File: config.mk
export PLATFORM = sky130hd
export DESIGN_NAME = trigger_step_sequencer_unit
export DESIGN_NICKNAME = d
export VERILOG_FILES = /design/src/rtl/tss_pkg.sv /design/src/rtl/tss_pattern_mem.sv /design/src/rtl/trigger_step_sequencer_unit.sv
export SDC_FILE = /design/constraint.sdc
export NUM_CORES = 1
export LEC_CHECK = 0
export ABC_CLOCK_PERIOD_IN_PS = 3300
export BUFFER_PORTS_ARGS = -buffer_cell sky130_fd_sc_hd__buf_2
export CAP_MARGIN = 15
export CORE_ASPECT_RATIO = 2
export CORE_MARGIN = 5
export CORE_UTILIZATION = 30
export DETAILED_ROUTE_END_ITERATION = 6
export PLACE_DENSITY = 0.53
export SYNTH_ARGS = -nofsm -noshare
export SYNTH_HDL_FRONTEND = slang
export SYNTH_HIERARCHICAL = 1
export SYNTH_SLANG_ARGS = --single-unit
File: constraint.sdc
create_clock -name clock -period 3.3 [get_ports clock]
set_input_delay 0 -clock clock [delete_from_list [all_inputs] [get_ports clock]]
set_output_delay 0 -clock clock [all_outputs]
set_load 0.01 [all_outputs]
File: src/rtl/tss_pkg.sv
// Shared request codes, LED levels, field widths and control types for the step sequencer.
package tss_pkg;

   localparam int REQ_TDATA_W = 8;
   localparam int REQ_TUSER_W = 3;
   localparam int RSP_TDATA_W = 24;

   localparam int COL_W     = 4;
   localparam int ROW_IDX_W = 3;
   localparam int LED_W     = 4;
   localparam int TRIG_W    = 8;
   localparam int POS_W     = 4;

   localparam logic [REQ_TUSER_W-1:0] REQ_RISE    = 3'd0;
   localparam logic [REQ_TUSER_W-1:0] REQ_FALL    = 3'd1;
   localparam logic [REQ_TUSER_W-1:0] REQ_KEY     = 3'd2;
   localparam logic [REQ_TUSER_W-1:0] REQ_STOP    = 3'd3;
   localparam logic [REQ_TUSER_W-1:0] REQ_LED     = 3'd4;
   localparam logic [REQ_TUSER_W-1:0] REQ_CLEAR   = 3'd5;
   localparam logic [REQ_TUSER_W-1:0] REQ_REFRESH = 3'd6;

   localparam logic [LED_W-1:0] LED_OFF             = 4'd0;
   localparam logic [LED_W-1:0] LED_CHECKER         = 4'd2;
   localparam logic [LED_W-1:0] LED_POSITION        = 4'd6;
   localparam logic [LED_W-1:0] LED_ACTIVE          = 4'd10;
   localparam logic [LED_W-1:0] LED_ACTIVE_POSITION = 4'd15;

   // pattern memory command for one cycle
   typedef struct packed {
      logic rd_en;
      logic wr_en;
      logic clr;
   } tss_mem_ctl_type;

endpackage

File: src/rtl/tss_pattern_mem.sv
// Pattern column memory: synchronous read, write-after-read bypass, per-column valid bits.
module tss_pattern_mem #(
   parameter int DEPTH = 16,
   parameter int WIDTH = 8,
   parameter int AW    = 4
) (
   input  logic                     clock,
   input  logic                     reset,
   input  tss_pkg::tss_mem_ctl_type ctl,
   input  logic [AW-1:0]            rd_addr,
   input  logic [AW-1:0]            wr_addr,
   input  logic [WIDTH-1:0]         wr_data,
   output logic [WIDTH-1:0]         rd_data
);

   logic [WIDTH-1:0] mem [DEPTH];
   logic [WIDTH-1:0] rd_q_ff;
   logic [AW-1:0]    raddr_ff;
   logic [DEPTH-1:0] valid_ff;
   logic             byp_vld_ff;
   logic [AW-1:0]    byp_addr_ff;
   logic [WIDTH-1:0] byp_data_ff;
   logic             byp_hit;

   always_ff @(posedge clock) begin
      if (ctl.wr_en) begin
         mem[wr_addr] <= wr_data;
      end
      if (ctl.rd_en) begin
         rd_q_ff     <= mem[rd_addr];
         raddr_ff    <= rd_addr;
         byp_addr_ff <= wr_addr;
         byp_data_ff <= wr_data;
      end
   end

   always_ff @(posedge clock) begin
      if (reset) begin
         valid_ff   <= '0;
         byp_vld_ff <= 1'b0;
      end else begin
         if (ctl.clr) begin
            valid_ff <= '0;
         end else if (ctl.wr_en) begin
            valid_ff[wr_addr] <= 1'b1;
         end
         if (ctl.rd_en) begin
            byp_vld_ff <= ctl.wr_en;
         end
      end
   end

   // a write in the read's own cycle is not seen by the array read
   assign byp_hit = byp_vld_ff && (byp_addr_ff == raddr_ff);

   always_comb begin
      if (!valid_ff[raddr_ff]) begin
         rd_data = '0;
      end else if (byp_hit) begin
         rd_data = byp_data_ff;
      end else begin
         rd_data = rd_q_ff;
      end
   end

endmodule

File: src/rtl/trigger_step_sequencer_unit.sv
// Trigger step sequencer top level: request decode, step state, pattern access and result register.
//
// One item is accepted per clock while the result side is not held by rsp_tready, and every item
// gives exactly one result on rsp_. The accepting edge starts the pattern memory read and loads
// the read stage; the result register loads as the read stage advances. The rate is set by the single pattern
// column memory: each item does at most one read and one write-back of a column, and a
// write-back is forwarded to the item right behind it. Position, run state, clock output and
// dirty flag change at acceptance; the trigger outputs change when the pattern column arrives.
// Clearing the pattern takes effect at once through per-column valid bits, so there is no
// clearing pass after reset.
module trigger_step_sequencer_unit #(
   parameter int NUM_ROWS  = 8,
   parameter int NUM_STEPS = 16
) (
   input  logic                             clock,
   input  logic                             reset,
   input  logic                             req_tvalid,
   output logic                             req_tready,
   // [3:0] column, [6:4] row_index, [7] key_down
   input  logic [tss_pkg::REQ_TDATA_W-1:0]  req_tdata,
   // [2:0] req_type
   input  logic [tss_pkg::REQ_TUSER_W-1:0]  req_tuser,
   output logic                             rsp_tvalid,
   input  logic                             rsp_tready,
   // [0] clock_level, [8:1] trigger_bits, [12:9] led_level, [16:13] position,
   // [17] running, [18] display_dirty, [23:19] zero
   output logic [tss_pkg::RSP_TDATA_W-1:0]  rsp_tdata
);

   localparam int STEP_W     = $clog2(NUM_STEPS);
   localparam int COL_EXT_W  = (STEP_W > tss_pkg::COL_W) ? STEP_W : tss_pkg::COL_W;
   localparam int POS_EXT_W  = (STEP_W > tss_pkg::POS_W) ? STEP_W : tss_pkg::POS_W;
   localparam int TRIG_EXT_W = (NUM_ROWS > tss_pkg::TRIG_W) ? NUM_ROWS : tss_pkg::TRIG_W;
   localparam logic [STEP_W-1:0] LAST_STEP = STEP_W'(NUM_STEPS - 1);

   // request fields
   logic [tss_pkg::COL_W-1:0]       req_col;
   logic [tss_pkg::ROW_IDX_W-1:0]   req_row;
   logic                            req_key_down;
   logic [tss_pkg::REQ_TUSER_W-1:0] req_kind;
   logic                            req_fire;
   logic [COL_EXT_W-1:0]            req_col_ext;
   logic                            req_cell_ok;

   // step state
   logic [STEP_W-1:0] pos_ff, pos_in, next_pos;
   logic              running_ff, running_in;
   logic              clock_hold_ff, clock_hold_in;
   logic              dirty_ff, dirty_in;
   logic [NUM_ROWS-1:0] trig_ff, trig_in;

   // read stage
   logic                            b_valid_ff, b_valid_in;
   logic [tss_pkg::REQ_TUSER_W-1:0] b_kind_ff;
   logic [tss_pkg::COL_W-1:0]       b_col_ff;
   logic [tss_pkg::ROW_IDX_W-1:0]   b_row_ff;
   logic                            b_key_ff;
   logic                            b_cell_ok_ff;
   logic [STEP_W-1:0]               b_pos_ff;
   logic                            b_run_ff;
   logic                            b_clock_ff;
   logic                            b_dirty_ff;
   logic                            b_adv;
   logic [COL_EXT_W-1:0]            b_col_ext;
   logic [STEP_W-1:0]               b_addr;

   // memory side
   tss_pkg::tss_mem_ctl_type mem_ctl;
   logic [STEP_W-1:0]        rd_addr;
   logic [NUM_ROWS-1:0]      col_data;
   logic [NUM_ROWS-1:0]      col_shift;
   logic [NUM_ROWS-1:0]      col_toggled;
   logic                     cell_bit;
   logic                     at_pos;
   logic [tss_pkg::LED_W-1:0] led;

   // result register
   logic                           rsp_valid_ff, rsp_valid_in;
   logic [tss_pkg::RSP_TDATA_W-1:0] rsp_data_ff;
   logic [TRIG_EXT_W-1:0]          trig_ext;
   logic [POS_EXT_W-1:0]           pos_ext;

   assign req_col      = req_tdata[3:0];
   assign req_row      = req_tdata[6:4];
   assign req_key_down = req_tdata[7];
   assign req_kind     = req_tuser;

   assign b_adv      = b_valid_ff && (!rsp_valid_ff || rsp_tready);
   assign req_tready = !b_valid_ff || b_adv;
   assign req_fire   = req_tvalid && req_tready;

   assign req_col_ext = COL_EXT_W'(req_col);
   assign req_cell_ok = (32'(req_col) < NUM_STEPS) && (32'(req_row) < NUM_ROWS);

   always_comb begin
      if (!running_ff || pos_ff == LAST_STEP) begin
         next_pos = '0;
      end else begin
         next_pos = pos_ff + STEP_W'(1);
      end
   end

   always_comb begin
      pos_in        = pos_ff;
      running_in    = running_ff;
      clock_hold_in = clock_hold_ff;
      dirty_in      = dirty_ff;
      if (req_fire) begin
         case (req_kind)
            tss_pkg::REQ_RISE: begin
               pos_in        = next_pos;
               running_in    = 1'b1;
               dirty_in      = 1'b1;
               clock_hold_in = 1'b1;
            end
            tss_pkg::REQ_FALL: begin
               clock_hold_in = 1'b0;
            end
            tss_pkg::REQ_KEY: begin
               if (req_key_down) begin
                  dirty_in = 1'b1;
               end
            end
            tss_pkg::REQ_STOP: begin
               pos_in     = '0;
               running_in = 1'b0;
               dirty_in   = 1'b1;
            end
            tss_pkg::REQ_CLEAR: begin
               dirty_in = 1'b1;
            end
            tss_pkg::REQ_REFRESH: begin
               dirty_in = 1'b0;
            end
            default: begin
            end
         endcase
      end
   end

   always_comb begin
      if (req_kind == tss_pkg::REQ_RISE) begin
         rd_addr = next_pos;
      end else if (req_cell_ok) begin
         rd_addr = req_col_ext[STEP_W-1:0];
      end else begin
         rd_addr = '0;
      end
   end

   assign b_valid_in = req_fire ? 1'b1 : (b_adv ? 1'b0 : b_valid_ff);

   always_ff @(posedge clock) begin
      if (reset) begin
         pos_ff        <= '0;
         running_ff    <= 1'b0;
         clock_hold_ff <= 1'b0;
         dirty_ff      <= 1'b1;
         trig_ff       <= '0;
         b_valid_ff    <= 1'b0;
         rsp_valid_ff  <= 1'b0;
      end else begin
         pos_ff        <= pos_in;
         running_ff    <= running_in;
         clock_hold_ff <= clock_hold_in;
         dirty_ff      <= dirty_in;
         trig_ff       <= trig_in;
         b_valid_ff    <= b_valid_in;
         rsp_valid_ff  <= rsp_valid_in;
      end
   end

   always_ff @(posedge clock) begin
      if (req_fire) begin
         b_kind_ff    <= req_kind;
         b_col_ff     <= req_col;
         b_row_ff     <= req_row;
         b_key_ff     <= req_key_down;
         b_cell_ok_ff <= req_cell_ok;
         b_pos_ff     <= pos_in;
         b_run_ff     <= running_in;
         b_clock_ff   <= clock_hold_in;
         b_dirty_ff   <= dirty_in;
      end
   end

   assign b_col_ext = COL_EXT_W'(b_col_ff);
   assign b_addr    = b_col_ext[STEP_W-1:0];

   assign mem_ctl.rd_en = req_fire;
   assign mem_ctl.wr_en = b_adv && (b_kind_ff == tss_pkg::REQ_KEY) && b_key_ff && b_cell_ok_ff;
   assign mem_ctl.clr   = b_adv && (b_kind_ff == tss_pkg::REQ_CLEAR);

   tss_pattern_mem #(
      .DEPTH (NUM_STEPS),
      .WIDTH (NUM_ROWS),
      .AW    (STEP_W)
   ) u_pattern_mem (
      .clock   (clock),
      .reset   (reset),
      .ctl     (mem_ctl),
      .rd_addr (rd_addr),
      .wr_addr (b_addr),
      .wr_data (col_toggled),
      .rd_data (col_data)
   );

   assign col_shift   = col_data >> b_row_ff;
   assign cell_bit    = col_shift[0];
   assign col_toggled = col_data ^ (NUM_ROWS'(1) << b_row_ff);
   assign at_pos      = b_run_ff && (b_addr == b_pos_ff);

   always_comb begin
      trig_in = trig_ff;
      if (b_adv) begin
         if (b_kind_ff == tss_pkg::REQ_RISE) begin
            trig_in = col_data;
         end else if (b_kind_ff == tss_pkg::REQ_FALL) begin
            trig_in = '0;
         end
      end
   end

   always_comb begin
      led = tss_pkg::LED_OFF;
      if (b_kind_ff == tss_pkg::REQ_LED && b_cell_ok_ff) begin
         if (cell_bit) begin
            led = at_pos ? tss_pkg::LED_ACTIVE_POSITION : tss_pkg::LED_ACTIVE;
         end else if (at_pos) begin
            led = tss_pkg::LED_POSITION;
         end else if (b_row_ff[2] == b_col_ff[2]) begin
            led = tss_pkg::LED_CHECKER;
         end
      end
   end

   assign trig_ext = TRIG_EXT_W'(trig_in);
   assign pos_ext  = POS_EXT_W'(b_pos_ff);

   assign rsp_valid_in = b_adv ? 1'b1 : (rsp_tready ? 1'b0 : rsp_valid_ff);

   always_ff @(posedge clock) begin
      if (b_adv) begin
         rsp_data_ff <= {5'd0, b_dirty_ff, b_run_ff, pos_ext[tss_pkg::POS_W-1:0], led,
                         trig_ext[tss_pkg::TRIG_W-1:0], b_clock_ff};
      end
   end

   assign rsp_tvalid = rsp_valid_ff;
   assign rsp_tdata  = rsp_data_ff;

   a_pos_needs_run: assert property (@(posedge clock) disable iff (reset)
      (pos_ff != '0) |-> running_ff)
      else $error("step position nonzero while stopped");

   a_stop_only: assert property (@(posedge clock) disable iff (reset)
      ($fell(running_ff) && !$past(reset)) |->
         $past(req_fire && req_kind == tss_pkg::REQ_STOP))
      else $error("sequencer stopped without a stop item");

   a_trig_with_clock: assert property (@(posedge clock) disable iff (reset)
      (rsp_valid_ff && rsp_data_ff[8:1] != 8'd0) |-> rsp_data_ff[0])
      else $error("trigger reported with clock low");

   a_stall_cause: assert property (@(posedge clock) disable iff (reset)
      !req_tready |-> (b_valid_ff && rsp_valid_ff && !rsp_tready))
      else $error("input stalled with room in the pipeline");

endmodule

==> run_results.csv <==
group,metric,value,unit
power_and_ir_drop,p_sw_share,20.64,%
grt,grt_pass1_vias,4901,
status,outcome,"completed",
worst_setup_path,reg2reg_to,"u_pattern_mem/mem[14][6]",
placed_design,place_area,9733,µm²
floorplan,die_h,255.3,µm
placed_design,post-place-ws,381.5,ps
route,num_vias,4758,
layout,area_growth,17.35,%
layout,postLayoutCellArea,10590,µm²
clock_tree,ctsResizeCount,0,
power_and_ir_drop,p_leak,3.498,nW
sta,relSlewSlack,24.34,%
clock_tree,clock-sinks,223,
grt,grt_max_degree,34,
clock_tree,clkTransAtPathRegs,60,ps
synthesis,ys.warnings.count,6,
floorplan,dieWidth,132.7,µm
power_and_ir_drop,ir_worst_vdd,397.6,µV
synthesis,synth_ff_type,"edfxtp_1",
floorplan,core,29950,µm²
power_and_ir_drop,powerDensity,555.4,nW/µm²
clock_tree,cts_tree,"yes",
route,viasPerCell,4.895,
synthesis,synth_edf_count,189,
placed_design,placedCellCount,915,
route,wirelength,20.18,mm
worst_setup_path,endpoint_kind,"flip-flop",
sta,min_period_over_period,85.50,%
sta,max_freq,354.4,MHz
sta,rsz0062_at_grt,"no",
worst_setup_path,reg2reg_depth,5,
synthesis,synth_top_family_by_area,"multiplexers",
worst_setup_path,startpoint_type,"input pin",
worst_setup_path,worstSetupPathType,"in -> reg",
sta,worst_slew_pin_slew,1131,ps
synthesis,synthAdderAreaFrac,0.1386,%
synthesis,synthSimpleGateAreaFrac,7.609,%
grt,overflow,0,
synthesis,syn-cell-area,9027,µm²
route,wl_per_cell,20.76,µm
placed_design,gp_congestion,0.7792,
synthesis,ys_ff_latch,223,
worst_hold_path,hold_path_class,"in -> reg",
layout,drive_gt1_share,23.34,%
sta,drv_slew,0,
sta,worst_slack,478.4,ps
synthesis,synth_mux_area_share,13.89,%
grt,antenna_found_initial,0,
sta,hold_violations,0,
worst_hold_path,min_to,"b_row_ff[1]",
sta,skew,12.51,ps
route,drc,0,
sta,fin_hold_ws,222.9,ps
synthesis,synth_cell_types,58,
placed_design,io_buffers,35,
worst_setup_path,crit_fanout,33,
clock_tree,h-tree-depth,1,
floorplan,dieArea,33870,µm²
worst_setup_path,crit_arrival,3050,ps
synthesis,avgSynthCellArea,17.77,µm²
power_and_ir_drop,seqPwrFrac,53.5,%
route,first_pass_iters,4,
synthesis,netlist_instances,508,
grt,grt_pass1_wl,31.02,mm
layout,fin_nets,603,
power_and_ir_drop,internal_power,0.004669,W
worst_hold_path,min_delay_path_depth,2,
floorplan,io_pins,41,
layout,fill_cells,2856,
worst_hold_path,hold_start,"req_tdata[5]",
worst_setup_path,required,3530,ps
clock_tree,clkLatencyLatePin,500,ps
power_and_ir_drop,pwr-share-clk,41.8,%
sta,final.setup.tns,0,ps
power_and_ir_drop,combPwrFrac,4.8,%
grt,track_usage,11.86,%
worst_setup_path,ff2ff_setup_slack,480,ps
synthesis,synth_xor_area_share,1.746,%
synthesis,ys_seq_area_share,70.41,%
floorplan,rows,90,
clock_tree,cts_buffers,23,
route,postRouteAntennaNets,0,
synthesis,synthArstFlopShare,0,%
route,drtIter0Drc,365,
worst_setup_path,r2r_start,"u_pattern_mem/raddr_ff[0]",
clock_tree,cts_setup_buffers,0,
sta,period_needed,2822,ps
layout,diodes,0,
placed_design,dp_hpwl,12.53,mm
synthesis,synth_compound_area_share,3.964,%
floorplan,floorplan.initialDensity,30.14,%
clock_tree,cts_hold_buf,14,
clock_tree,root_buffer,"clkbuf_16",
sta,setup_viol,0,
clock_tree,clk_path_buf_depth,3,
layout,final_cells,972,
run,maxCapViolations,0,
power_and_ir_drop,switchingPower,0.001214,W
## stage by stage
step,util [%],power [W]
4_1_cts,35.34,0.005952
3_5_place_dp,32.49,0.003477
6_report,35.37,0.005884
5_1_grt,35.37,0.006101
2_1_floorplan,-,0.003385
3_3_place_gp,32.49,0.003475
## layer usage
layer / track usage (%) / vias to the layer above / share of wire [%]
met4: 2.803 / 0 / 1.9
met5: 0 / - / 0
met3: 1.575 / 34 / 4.3
li1: - / 2180 / -
met1: 16.00 / 2429 / 42
met2: 20.35 / 115 / 51
## layout by cell type, fill, tap and decap left out, drive strengths merged, types with 13 or more instances in the layout
master	count
nand2	18
nor2	23
edfxtp	189
o21ai	13
a21oi	15
o21a	16
dlygate4sd3	14
mux4	44
buf	63
nor2b	24
clkbuf	36
dfxtp	34
nand3	15
## cells in the mapped netlist, drive strengths merged (2+ instances only)
cell type / count / area (µm²)
dfxtp: 34 / 680.7
o21ai: 13 / 65.06
nor3: 6 / 30.03
o21a: 16 / 120.1
and3: 2 / 12.51
nand3b: 2 / 15.01
edfxtp: 189 / 5675
mux4: 44 / 1081
buf: 18 / 153.9
nand3: 15 / 75.07
xnor2: 8 / 70.07
mux2: 10 / 112.6
clkbuf: 9 / 33.78
nand2b: 5 / 31.28
or4b: 3 / 33.78
nor4: 2 / 12.51
nand4: 2 / 12.51
nor2b: 24 / 150.1
nand2: 18 / 67.56
nor2: 23 / 86.33
o31ai: 3 / 22.52
o41ai: 2 / 17.52
mux2i: 6 / 60.06
nor4b: 3 / 41.29
a21oi: 15 / 75.07
or3b: 3 / 26.28
or3: 3 / 20.02
xor2: 10 / 87.58
inv: 3 / 11.26
## how the worst max path moves through the flow
stage                         startpoint                           end  slack, ps  depth (start not counted)
2_1_floorplan                 rsp_tvalid       u_pattern_mem/mem[0][0]        120                          5
3_3_place_gp                   pos_ff[0]      u_pattern_mem/rd_q_ff[3]        480                          7
3_5_place_dp   u_pattern_mem/raddr_ff[0]      u_pattern_mem/mem[14][6]        380                          5
4_1_cts        u_pattern_mem/raddr_ff[0]  u_pattern_mem/byp_data_ff[6]        390                          5
5_1_grt        u_pattern_mem/raddr_ff[0]       u_pattern_mem/mem[7][1]        270                          5
6_report                    req_tuser[1]      u_pattern_mem/rd_q_ff[4]        480                          7
## power by group through the flow
stage,registers (W),clock network (W),logic (W)
floorplan,0.00319,0,0.000197
global placement,0.00321,0,0.000270
detailed placement,0.00321,0,0.000272
CTS,0.00315,0.00252,0.000286
global route,0.00315,0.00264,0.000308
finish,0.00315,0.00246,0.000281
## cells by family after synthesis
| family | Yosys count |
|---|---|
| buffers and inverters | 30 |
| xor gates and xnor gates | 18 |
| AOI/OAI and AO/OA | 56 |
| DFF | 223 |
| other | 1 |
| muxes | 60 |
| and+or+nand+nor | 119 |
| adders and majority gates | 1 |
## registers in the layout (all words and copies together), names as in the netlist, 4 cells and up
signal                     count
u_pattern_mem/mem            128
rsp_tdata                     19
u_pattern_mem/valid_ff        16
trig_ff                        8
u_pattern_mem/byp_data_ff      8
u_pattern_mem/rd_q_ff          8
b_addr                         4
b_pos_ff                       4
pos_ff                         4
u_pattern_mem/byp_addr_ff      4
u_pattern_mem/raddr_ff         4
## worst max-delay path, cell delays in order
cell           delay [ps]
dlygate4sd3_1         530
buf_2                 200
or3_2                 610
o31ai_4               290
buf_12                280
mux4_1                620
mux4_2                470
## cell type report
type                       instances  area (µm²)  area share (%)
timing repair buffer              77       538.0           5.079
clock buffer                      36       654.4           6.177
clock inverter                     6       58.81          0.5551
tap                              368       460.4           4.346
inverter                           3       11.26          0.1063
sequential                       223        6356           60.00
multi-input combinational        259        2515           23.74
No activity file was read; power rests on OpenSTA's default activity.
